## src/ssb_pkg.sv

```systemverilog
// Shared types, codes and segment tables for the seven-segment scan driver.
package ssb_pkg;

  localparam int ACCUM_WIDTH_DEF = 16;
  localparam int CFG_INDEX_W     = 8;
  localparam int CFG_DATA_W      = 16;
  localparam int SEG_W           = 7;
  localparam int NUM_DIGITS      = 4;

  typedef enum logic [1:0] {
    MODE_TICK   = 2'd0,
    MODE_DIGITS = 2'd1,
    MODE_OPEN   = 2'd2,
    MODE_LOCKED = 2'd3
  } mode_t;

  localparam logic [CFG_INDEX_W-1:0] CFG_BLINK_STEP     = 8'd0;
  localparam logic [CFG_INDEX_W-1:0] CFG_DARK_THRESHOLD = 8'd1;
  localparam logic [CFG_INDEX_W-1:0] CFG_ACTIVE_DIGIT   = 8'd2;

  localparam logic [15:0] BLINK_STEP_RST     = 16'd1;
  localparam logic [15:0] DARK_THRESHOLD_RST = 16'd32768;

  typedef logic [SEG_W-1:0] seg_t;

  typedef struct packed {
    mode_t      mode;
    logic [3:0] digit_zero;
    logic [3:0] digit_one;
    logic [3:0] digit_two;
    logic [3:0] digit_three;
  } in_item_t;

  typedef struct packed {
    seg_t       segments;
    logic [1:0] digit_select;
    logic       blanked;
  } out_item_t;

  // The words "OPEn" and "LChd", position 0 first.
  localparam seg_t SEG_OPEN   [NUM_DIGITS] = '{7'h3F, 7'h73, 7'h79, 7'h54};
  localparam seg_t SEG_LOCKED [NUM_DIGITS] = '{7'h38, 7'h39, 7'h74, 7'h5E};

  // Decimal digit to segment pattern; codes above nine show blank.
  function automatic seg_t decode_digit(input logic [3:0] code);
    seg_t pat;
    unique case (code)
      4'd0:    pat = 7'h3F;
      4'd1:    pat = 7'h06;
      4'd2:    pat = 7'h5B;
      4'd3:    pat = 7'h4F;
      4'd4:    pat = 7'h66;
      4'd5:    pat = 7'h6D;
      4'd6:    pat = 7'h7D;
      4'd7:    pat = 7'h07;
      4'd8:    pat = 7'h7F;
      4'd9:    pat = 7'h6F;
      default: pat = '0;
    endcase
    return pat;
  endfunction

endpackage

```

## src/seven_segment_scan_with_blink.sv

```systemverilog
// Four-digit multiplexed seven-segment scan driver with one blinking digit.
//
// Input channel (in_valid / in_stall / in_data): each item is either a load
// (digits, "OPEn" or "LChd") that rewrites the four-entry segment store, or a
// tick that produces one result item for the current scan position.
// Result channel (out_valid / out_stall / out_data): segments, the select
// code of the position and a flag saying the position was blanked by blinking.
// Configuration channel (cfg_valid / cfg_ready / cfg_index / cfg_data): writes
// blink_step, the dark threshold and active_digit; cfg_ready is always high
// and writes to unknown indexes are dropped.
// A tick's result is registered and offered from the cycle after acceptance.
// Throughput: one item per cycle while the receiver does not stall; the
// single output register sets this, as the accumulator add, compare and store
// read all fit between the input handshake and that register. Loads never
// produce a result. Reset clears the store (blank display), the scan position
// and the accumulator, and loads the register defaults. While the receiver
// stalls with a result waiting, in_stall is raised and the result holds.
module seven_segment_scan_with_blink #(
  parameter int ACCUM_WIDTH = ssb_pkg::ACCUM_WIDTH_DEF
) (
  input  logic                              clk,
  input  logic                              rst_n,
  input  logic                              in_valid,
  output logic                              in_stall,
  input  ssb_pkg::in_item_t                 in_data,
  output logic                              out_valid,
  input  logic                              out_stall,
  output ssb_pkg::out_item_t                out_data,
  input  logic                              cfg_valid,
  output logic                              cfg_ready,
  input  logic [ssb_pkg::CFG_INDEX_W-1:0]   cfg_index,
  input  logic [ssb_pkg::CFG_DATA_W-1:0]    cfg_data
);
  import ssb_pkg::*;

  localparam int CMP_W = (ACCUM_WIDTH > 16) ? ACCUM_WIDTH : 16;

  logic [15:0]            blink_step_r;
  logic [15:0]            dark_threshold_r;
  logic [1:0]             active_digit_r;
  seg_t                   store_r [NUM_DIGITS];
  logic [1:0]             pos_r;
  logic [ACCUM_WIDTH-1:0] acc_r;
  logic [ACCUM_WIDTH-1:0] acc_nxt;
  logic                   out_valid_r;
  out_item_t              out_data_r;
  out_item_t              out_data_nxt;
  logic                   in_fire;
  logic                   tick_fire;
  logic                   blank;
  logic [CMP_W-1:0]       acc_ext;
  logic [CMP_W-1:0]       limit_ext;
  logic [CMP_W-1:0]       step_ext;

  assign cfg_ready = 1'b1;
  assign in_stall  = out_valid_r & out_stall;
  assign in_fire   = in_valid & ~in_stall;
  assign tick_fire = in_fire & (in_data.mode == MODE_TICK);

  // The step is truncated when the accumulator is narrower than it.
  assign step_ext  = CMP_W'(blink_step_r);
  assign acc_nxt   = acc_r + step_ext[ACCUM_WIDTH-1:0];
  assign acc_ext   = CMP_W'(acc_nxt);
  assign limit_ext = CMP_W'(dark_threshold_r);
  assign blank     = (acc_ext > limit_ext) && (pos_r == active_digit_r);

  always_comb begin
    out_data_nxt.segments     = blank ? '0 : store_r[pos_r];
    out_data_nxt.digit_select = pos_r;
    out_data_nxt.blanked      = blank;
  end

  always_ff @(posedge clk) begin
    if (!rst_n) begin
      blink_step_r     <= BLINK_STEP_RST;
      dark_threshold_r <= DARK_THRESHOLD_RST;
      active_digit_r   <= '0;
    end else if (cfg_valid && cfg_ready) begin
      unique case (cfg_index)
        CFG_BLINK_STEP: begin
          blink_step_r <= cfg_data[15:0];
        end
        CFG_DARK_THRESHOLD: begin
          dark_threshold_r <= cfg_data[15:0];
        end
        CFG_ACTIVE_DIGIT: begin
          active_digit_r <= cfg_data[1:0];
        end
        default: begin
        end
      endcase
    end
  end

  always_ff @(posedge clk) begin
    if (!rst_n) begin
      for (int i = 0; i < NUM_DIGITS; i++) begin
        store_r[i] <= '0;
      end
    end else if (in_fire) begin
      unique case (in_data.mode)
        MODE_DIGITS: begin
          store_r[0] <= decode_digit(in_data.digit_zero);
          store_r[1] <= decode_digit(in_data.digit_one);
          store_r[2] <= decode_digit(in_data.digit_two);
          store_r[3] <= decode_digit(in_data.digit_three);
        end
        MODE_OPEN: begin
          for (int i = 0; i < NUM_DIGITS; i++) begin
            store_r[i] <= SEG_OPEN[i];
          end
        end
        MODE_LOCKED: begin
          for (int i = 0; i < NUM_DIGITS; i++) begin
            store_r[i] <= SEG_LOCKED[i];
          end
        end
        MODE_TICK: begin
        end
      endcase
    end
  end

  always_ff @(posedge clk) begin
    if (!rst_n) begin
      pos_r <= '0;
      acc_r <= '0;
    end else if (tick_fire) begin
      pos_r <= pos_r + 2'd1;
      acc_r <= acc_nxt;
    end
  end

  always_ff @(posedge clk) begin
    if (!rst_n) begin
      out_valid_r <= 1'b0;
    end else if (tick_fire) begin
      out_valid_r <= 1'b1;
    end else if (!out_stall) begin
      out_valid_r <= 1'b0;
    end
  end

  always_ff @(posedge clk) begin
    if (tick_fire) begin
      out_data_r <= out_data_nxt;
    end
  end

  assign out_valid = out_valid_r;
  assign out_data  = out_data_r;

endmodule

```

## config.mk

```make
export PLATFORM = sky130hd
export DESIGN_NAME = seven_segment_scan_with_blink
export DESIGN_NICKNAME = d
export VERILOG_FILES = /design/src/ssb_pkg.sv /design/src/seven_segment_scan_with_blink.sv
export SDC_FILE = /design/constraint.sdc
export NUM_CORES = 1
export LEC_CHECK = 0
export BUFFER_PORTS_ARGS = -buffer_cell sky130_fd_sc_hd__buf_2
export CAP_MARGIN = 20
export CORE_UTILIZATION = 25
export CTS_BUF_LIST = sky130_fd_sc_hd__clkbuf_8
export CTS_CLUSTER_DIAMETER = 40
export DETAILED_ROUTE_END_ITERATION = 16
export PLACE_DENSITY = 0.38
export SETUP_SLACK_MARGIN = 0.02
export SLEW_MARGIN = 20
export SYNTH_ARGS = -nofsm -noshare
export SYNTH_HDL_FRONTEND = slang
export SYNTH_SLANG_ARGS = --single-unit
```

## constraint.sdc

```tcl
create_clock -name clk -period 5.3 [get_ports clk]
set_input_delay 0.795 -clock clk [delete_from_list [all_inputs] [get_ports clk]]
set_output_delay 0.795 -clock clk [all_outputs]
set_load 0.02 [all_outputs]
```

==> results of run 1 <==
kinds of logic (layout without fill, tap and decap cells):
logic type	count (synthesis)	count (layout)	share of synthesized area, %
AND/OR/NAND/NOR	214	214	17.67
buffers and inverters	75	122	5.499
adder cells (fa/ha/maj)	55	55	12.74
other	1	2	0.06868
multiplexers	13	13	3.987
XOR/XNOR	17	17	2.727
flip-flops	91	91	35.56
AO/OA/AOI/OAI	188	188	21.75
cell type report:
cell class	instances	area, µm²	area share (%)
Clock inverter	7	46.29	0.7513
Clock buffer	9	123.9	2.010
Sequential cell	91	1942	31.51
Inverter	44	165.2	2.680
Tap cell	275	344.1	5.584
Antenna cell	1	2.502	0.04061
Timing Repair Buffer	62	320.3	5.198
Multi-Input combinational cell	488	3218	52.22
tightest hold or removal path, delay by kind of cell (launching register included):
kind               cells  cell delay, ns
and+or+nand+nor        1            0.05
AOI/OAI and AO/OA      1            0.05
DFF                    1            0.32
metal layers:
| layer | GRT usage (%) | wire [µm] |
|---|---|---|
| met3 | 2.256 | 562 |
| met5 | 0 | 0 |
| met4 | 4.697 | 214 |
| met2 | 22.94 | 7009 |
| met1 | 19.31 | 7662 |
flip-flops by register name, indices dropped and copies added, names as in the netlist:
register          cells
active_digit_r        2
pos_r                 2
blink_step_r         16
out_valid             1
acc_r                16
store_r              28
out_data             10
dark_threshold_r     16
synthesized netlist by cell type (all sizes together), types with 3 or more instances:
cell    instances  share of area [%]
and2            4               0.46
a221oi          3               0.48
a211o           3               0.48
nand2b         11                1.3
xor2            8                1.3
a21o           10                1.4
inv            44                3.0
and3            3               0.34
a22oi           4               0.55
nor2b           6               0.82
o211ai          7               0.96
mux4            7                2.9
nor3            6               0.64
nor2           46                3.2
nand4           4               0.46
xnor2           9                1.4
o21a           11                1.5
clkbuf         21                1.5
dfxtp          79                 29
o221a           5                1.0
ha             54                 12
nand2         106                7.3
buf            10               0.99
a31oi           3               0.46
a21oi          87                8.0
o22ai           7               0.80
o21ai          32                3.0
mux2i           6                1.1
nand3          15                1.5
edfxtp         12                6.6
where the power goes:
group	switching [mW]	leakage, nW	internal (mW)	total (mW)
Sequential	0.0132	0.758	0.717	0.730
Clock	0.272	0.0937	0.171	0.443
Combinational	0.0958	1.71	0.0615	0.157
worst paths after layout:
kind,end,start,cells after the start
worst max-delay path,out_data[3]$_SDFFCE_PP0P_,blink_step_r[6]$_SDFFE_PN0P_,12
worst min-delay path,dark_threshold_r[1]$_SDFFE_PN0P_,dark_threshold_r[1]$_SDFFE_PN0P_,2
worst max register to register,out_data[3]$_SDFFCE_PP0P_,blink_step_r[6]$_SDFFE_PN0P_,12
worst min register to register,dark_threshold_r[1]$_SDFFE_PN0P_,dark_threshold_r[1]$_SDFFE_PN0P_,2
==> flow_metrics.py, run 1 <==
metrics = {
    "cells_and_area": {
        "final_common_cell": "nand2_1",
        "syn2layout_area_growth_pct": 12.86,
        "utilization_pct": 29.04,
        "fin_cells": 977,
        "design_area_um2": 6162,
        "nFillCells": 2302,
        "final_cell_mix": "106 x nand2_1, 86 x a21oi_1, 79 x dfxtp_1",
        "nets": 798,
        "drive_gt1_share_pct": 14.69,
    },
    "flow_run": {
        "drv_cap": 0,
    },
    "logic_synthesis": {
        "ys_types": 64,
        "synth_edf_count": 12,
        "seq_area_frac_synth_pct": 35.56,
        "synth_area_um2": 5460,
        "syn_nets": 756,
        "async_reset_ff_share_pct": 0,
        "synth_seq_cells": 91,
        "synth_cells": 654,
        "synth_flop_cell": "dfxtp_1",
        "ys_warn_count": 0,
        "postSynthAreaPerCell_um2": 8.349,
    },
    "sta": {
        "rsz0062_at_grt": "no",
        "finalSetupTns_ns": 0,
        "fin_crit_sh_pct": 65.64,
        "setup_viol": 0,
        "drv_slew": 0,
        "relSlewSlack_pct": 38.73,
        "fin_skew_ns": 0.01263,
        "hold_slack_ns": 0.4607,
        "setup_ws_ns": 1.821,
        "hold_viol_final": 0,
        "min_period_ns": 3.479,
        "worst_pin_slew_ns": 0.9190,
        "max_freq_mhz": 287.4,
    },
    "floorplan": {
        "ios": 60,
        "initial_core_util_pct": 25.73,
        "num_rows": 53,
        "core-area_um2": 21220,
        "die_w_um": 149.8,
        "die_area_um2": 22440,
        "die_y_um": 149.8,
    },
    "drt": {
        "drc": 0,
        "vias": 4652,
        "drt_iter0_drc": 217,
        "postRouteAntennaNets": 0,
        "firstDrtPassIters": 4,
        "wl_per_cell_um": 15.81,
        "vias_per_cell": 4.762,
        "routed_wl_mm": 15.45,
    },
    "critical_path": {
        "crit_required_ns": 5.45,
        "path_buf_inv": 0,
        "crit_type": "flip-flop to flip-flop",
        "arrival_ns": 3.63,
        "endpoint_kind": "flip-flop",
        "critPathMaxStageDelay_ns": 0.40,
        "crit_fanout": 8,
        "crit_family": "compound AO/OA/AOI/OAI gates",
        "worstPathCellList": "ha_1 > a21o_2 > a31o_2 > o21bai_1 > o21ai_0 > xor2_1 > ha_1 > nand4_1 > nor3_1 > o21ai_0 > o211a_1 > o21a_1",
        "ff2ff_setup_slack_ns": 1.82,
        "setup.worst_path.start_class": "flip-flop",
        "cp_slowest_cell": "ha_1",
    },
    "place": {
        "dp_cells": 960,
        "place_congestion": 0.7842,
        "io_buffers": 58,
        "pre_cts_slack_ns": 1.757,
        "placed_cell_area_um2": 5989,
        "dp_hpwl_mm": 11.51,
    },
    "clock_network": {
        "cts_buffers": 9,
        "htree_levels": 3,
        "cts_tree": "done",
        "root_buffer": "clkbuf_8",
        "numClockSinks": 91,
        "postCtsSetupBuffers": 0,
        "cts_resized": 0,
        "path_clk_slew_ns": 0.10,
        "ctsHoldBuffers": 0,
        "clk_latency_ns": 0.38,
        "cts.path.max_buffers": 2,
    },
    "power": {
        "power_density_nw_per_um2": 215.9,
        "p_leak_nw": 2.561,
        "total_power_mw": 1.330,
        "irDropWorstVdd_v": 0.00009149,
    },
    "global_route": {
        "grt_pass1_vias": 4600,
        "track_usage_pct": 14.25,
        "grt_pass1_wl_mm": 24.48,
        "antenna_found_initial": 1,
        "grt.overflow.total": 0,
        "grt_max_degree": 37,
    },
    "min_path": {
        "hold_class": "flip-flop to flip-flop",
    },
    "status": {
        "status": "finished clean",
    },
}
No activity file was read; power rests on OpenSTA's default activity.
==> inputs of run 2 (changes only) <==
==> constraint.sdc (replaced) <==
create_clock -name clk -period 3.65 [get_ports clk]
set_input_delay 0.5475 -clock clk [delete_from_list [all_inputs] [get_ports clk]]
set_output_delay 0.5475 -clock clk [all_outputs]
set_load 0.02 [all_outputs]
==> run 2 against run 1 <==
First-iteration DRC count decreased by 0.92%. Total power rose by 44%. Sequential cell count did not move. Sequential share of layout area shrank 0.12 points. Global-route usage fell by 0.094 points. Maximum frequency up 1.8%. Die area did not move. Critical path type unchanged. Non-clock buffer count up 1. Clock-buffer cell count did not move. Largest power group unchanged.
==> flow_metrics.py, run 2 (synthesis results as in run 1) <==
metrics = {
    "clock_network": {
        "cts_tree": "done",
        "ctsHoldBuffers": 0,
        "path_clk_slew_ns": 0.09,
        "clk_latency_ns": 0.38,
        "htree_levels": 3,
        "cts.path.max_buffers": 2,
        "cts_buffers": 9,
        "root_buffer": "clkbuf_8",
        "numClockSinks": 91,
    },
    "critical_path": {
        "setup.worst_path.start_class": "flip-flop",
        "arrival_ns": 3.56,
        "endpoint_kind": "flip-flop",
        "cp_slowest_cell": "fa_1",
        "r2r_start": "blink_step_r[0]$_SDFFE_PN1P_",
        "crit_fanout": 8,
        "worstPathCellList": "ha_1 > inv_1 > fa_1 > nor2b_4 > o31a_4 > o2111ai_4 > o21ai_2 > a31oi_2 > xnor2_1 > ha_1 > nand4_1 > nor3_2 > o21ai_0 > o211a_2 > o21a_1",
        "crit_required_ns": 3.79,
        "crit_type": "flip-flop to flip-flop",
        "critPathMaxStageDelay_ns": 0.44,
        "r2r_cells": 15,
        "path_common_cell": "ha_1",
        "critical_path.startpoint": "blink_step_r[0]$_SDFFE_PN1P_",
    },
    "power": {
        "power_density_nw_per_um2": 309.8,
        "seq_power_share_pct": 55.3,
        "irDropWorstVdd_v": 0.0001296,
        "swShare_pct": 28.11,
        "p_int_mw": 1.378,
        "switching_power_mw": 0.5386,
        "clock_power_share_pct": 32.6,
        "p_leak_nw": 2.567,
        "total_power_mw": 1.916,
        "combPwrFrac_pct": 12.1,
    },
    "min_path": {
        "holdPathStages": 3,
        "hp-start": "cfg_data[9]",
        "hold_class": "primary input to flip-flop",
    },
    "drt": {
        "postRouteAntennaNets": 0,
        "routed_wl_mm": 15.45,
        "firstDrtPassIters": 5,
        "vias": 4623,
        "vias_per_cell": 4.727,
        "drt_iter0_drc": 215,
        "wl_per_cell_um": 15.80,
        "drc": 0,
    },
    "floorplan": {
        "die_area_um2": 22440,
        "die_w_um": 149.8,
        "initial_core_util_pct": 25.73,
        "ios": 60,
        "core-area_um2": 21220,
        "die_y_um": 149.8,
        "num_rows": 53,
    },
    "cells_and_area": {
        "syn2layout_area_growth_pct": 13.29,
        "utilization_pct": 29.15,
        "final_cell_mix": "106 x nand2_1, 86 x a21oi_1, 79 x dfxtp_1",
        "largest_reg_flops": 28,
        "nets": 799,
        "regMostFlops": "store_r",
        "drive_gt1_share_pct": 15.24,
        "final_common_cell": "nand2_1",
    },
    "sta": {
        "finalSetupTns_ns": 0,
        "max_freq_mhz": 292.6,
        "fin_skew_ns": 0.009315,
        "relSlewSlack_pct": 41.69,
        "drv_slew": 0,
        "setup_viol": 0,
        "hold_viol_final": 0,
        "hold_slack_ns": 0.4211,
        "fin_crit_sh_pct": 93.64,
        "min_period_ns": 3.418,
        "worst_pin_slew_ns": 0.8715,
        "rsz0062_at_grt": "no",
        "setup_ws_ns": 0.2321,
    },
    "place": {
        "pre_cts_slack_ns": 0.1100,
        "place_congestion": 0.7975,
        "io_buffers": 58,
        "dp_hpwl_mm": 11.46,
    },
    "flow_run": {
        "drv_cap": 0,
    },
    "global_route": {
        "grt_pass1_vias": 4399,
        "antenna_found_initial": 1,
        "grt.overflow.total": 0,
        "grt_max_degree": 35,
        "grt_pass1_wl_mm": 24.16,
        "track_usage_pct": 14.16,
    },
    "status": {
        "status": "finished clean",
    },
}
run 2: through the flow:
step           instances  area, µm²
6_report             978       6186
5_1_grt              977       6183
4_1_cts              977       6178
3_5_place_dp         961       6010
3_3_place_gp         961       6010
2_1_floorplan        654       5460
run 2: per-layer routing:
| metal | share of wire (%) | routed length, µm | vias to the layer above | global-route usage (%) |
|---|---|---|---|---|
| met4 | 0.76 | 117 | 0 | 3.939 |
| met1 | 50 | 7762 | 2161 | 19.51 |
| met5 | 0 | 0 | - | 0 |
| met3 | 3.4 | 522 | 9 | 2.470 |
| met2 | 46 | 7045 | 85 | 22.55 |
| li1 | - | - | 2368 | - |
run 2: final timing paths:
path                                  endpoint  slack [ns]
max                  out_data[3]$_SDFFCE_PP0P_        0.23
min               blink_step_r[9]$_SDFFE_PN0P_        0.42
max reg2reg          out_data[3]$_SDFFCE_PP0P_        0.23
min reg2reg  dark_threshold_r[12]$_SDFFE_PN0P_        0.46
run 2: layout make-up:
cell class              instances  area, µm²
repair buffers                 63      340.3
flip-flops and latches         91       1942
inverters                      44      165.2
clock inverters                 7      45.04
multi-input cells             488       3223
fillers                      2310      15030
diodes                          1      2.502
well taps                     275      344.1
clock buffers                   9      123.9
run 2: timing repair:
item	in CTS	in global routing
setup endpoints to repair	0	8
endpoints found under the hold margin	0	0
gates resized for setup	0	3
setup buffers	0	0
run 2: power by group through the flow:
| stage | Clock (mW) | Sequential, mW | Combinational, mW |
|---|---|---|---|
| 2_1_floorplan | 0 | 1.08 | 0.145 |
| 3_3_place_gp | 0 | 1.08 | 0.229 |
| 3_5_place_dp | 0 | 1.08 | 0.232 |
| 4_1_cts | 0.657 | 1.06 | 0.233 |
| 5_1_grt | 0.694 | 1.06 | 0.260 |
| 6_report | 0.625 | 1.06 | 0.231 |
run 2: worst max-delay path: cells and delay by family (launching register included):
| kind | cells | cell delay (ns) |
|---|---|---|
| compound gates | 7 | 1.20 |
| xor+xnor | 1 | 0.15 |
| buf+inv | 1 | 0.06 |
| fa+ha+maj | 3 | 0.90 |
| simple gates | 3 | 0.52 |
| flops | 1 | 0.35 |
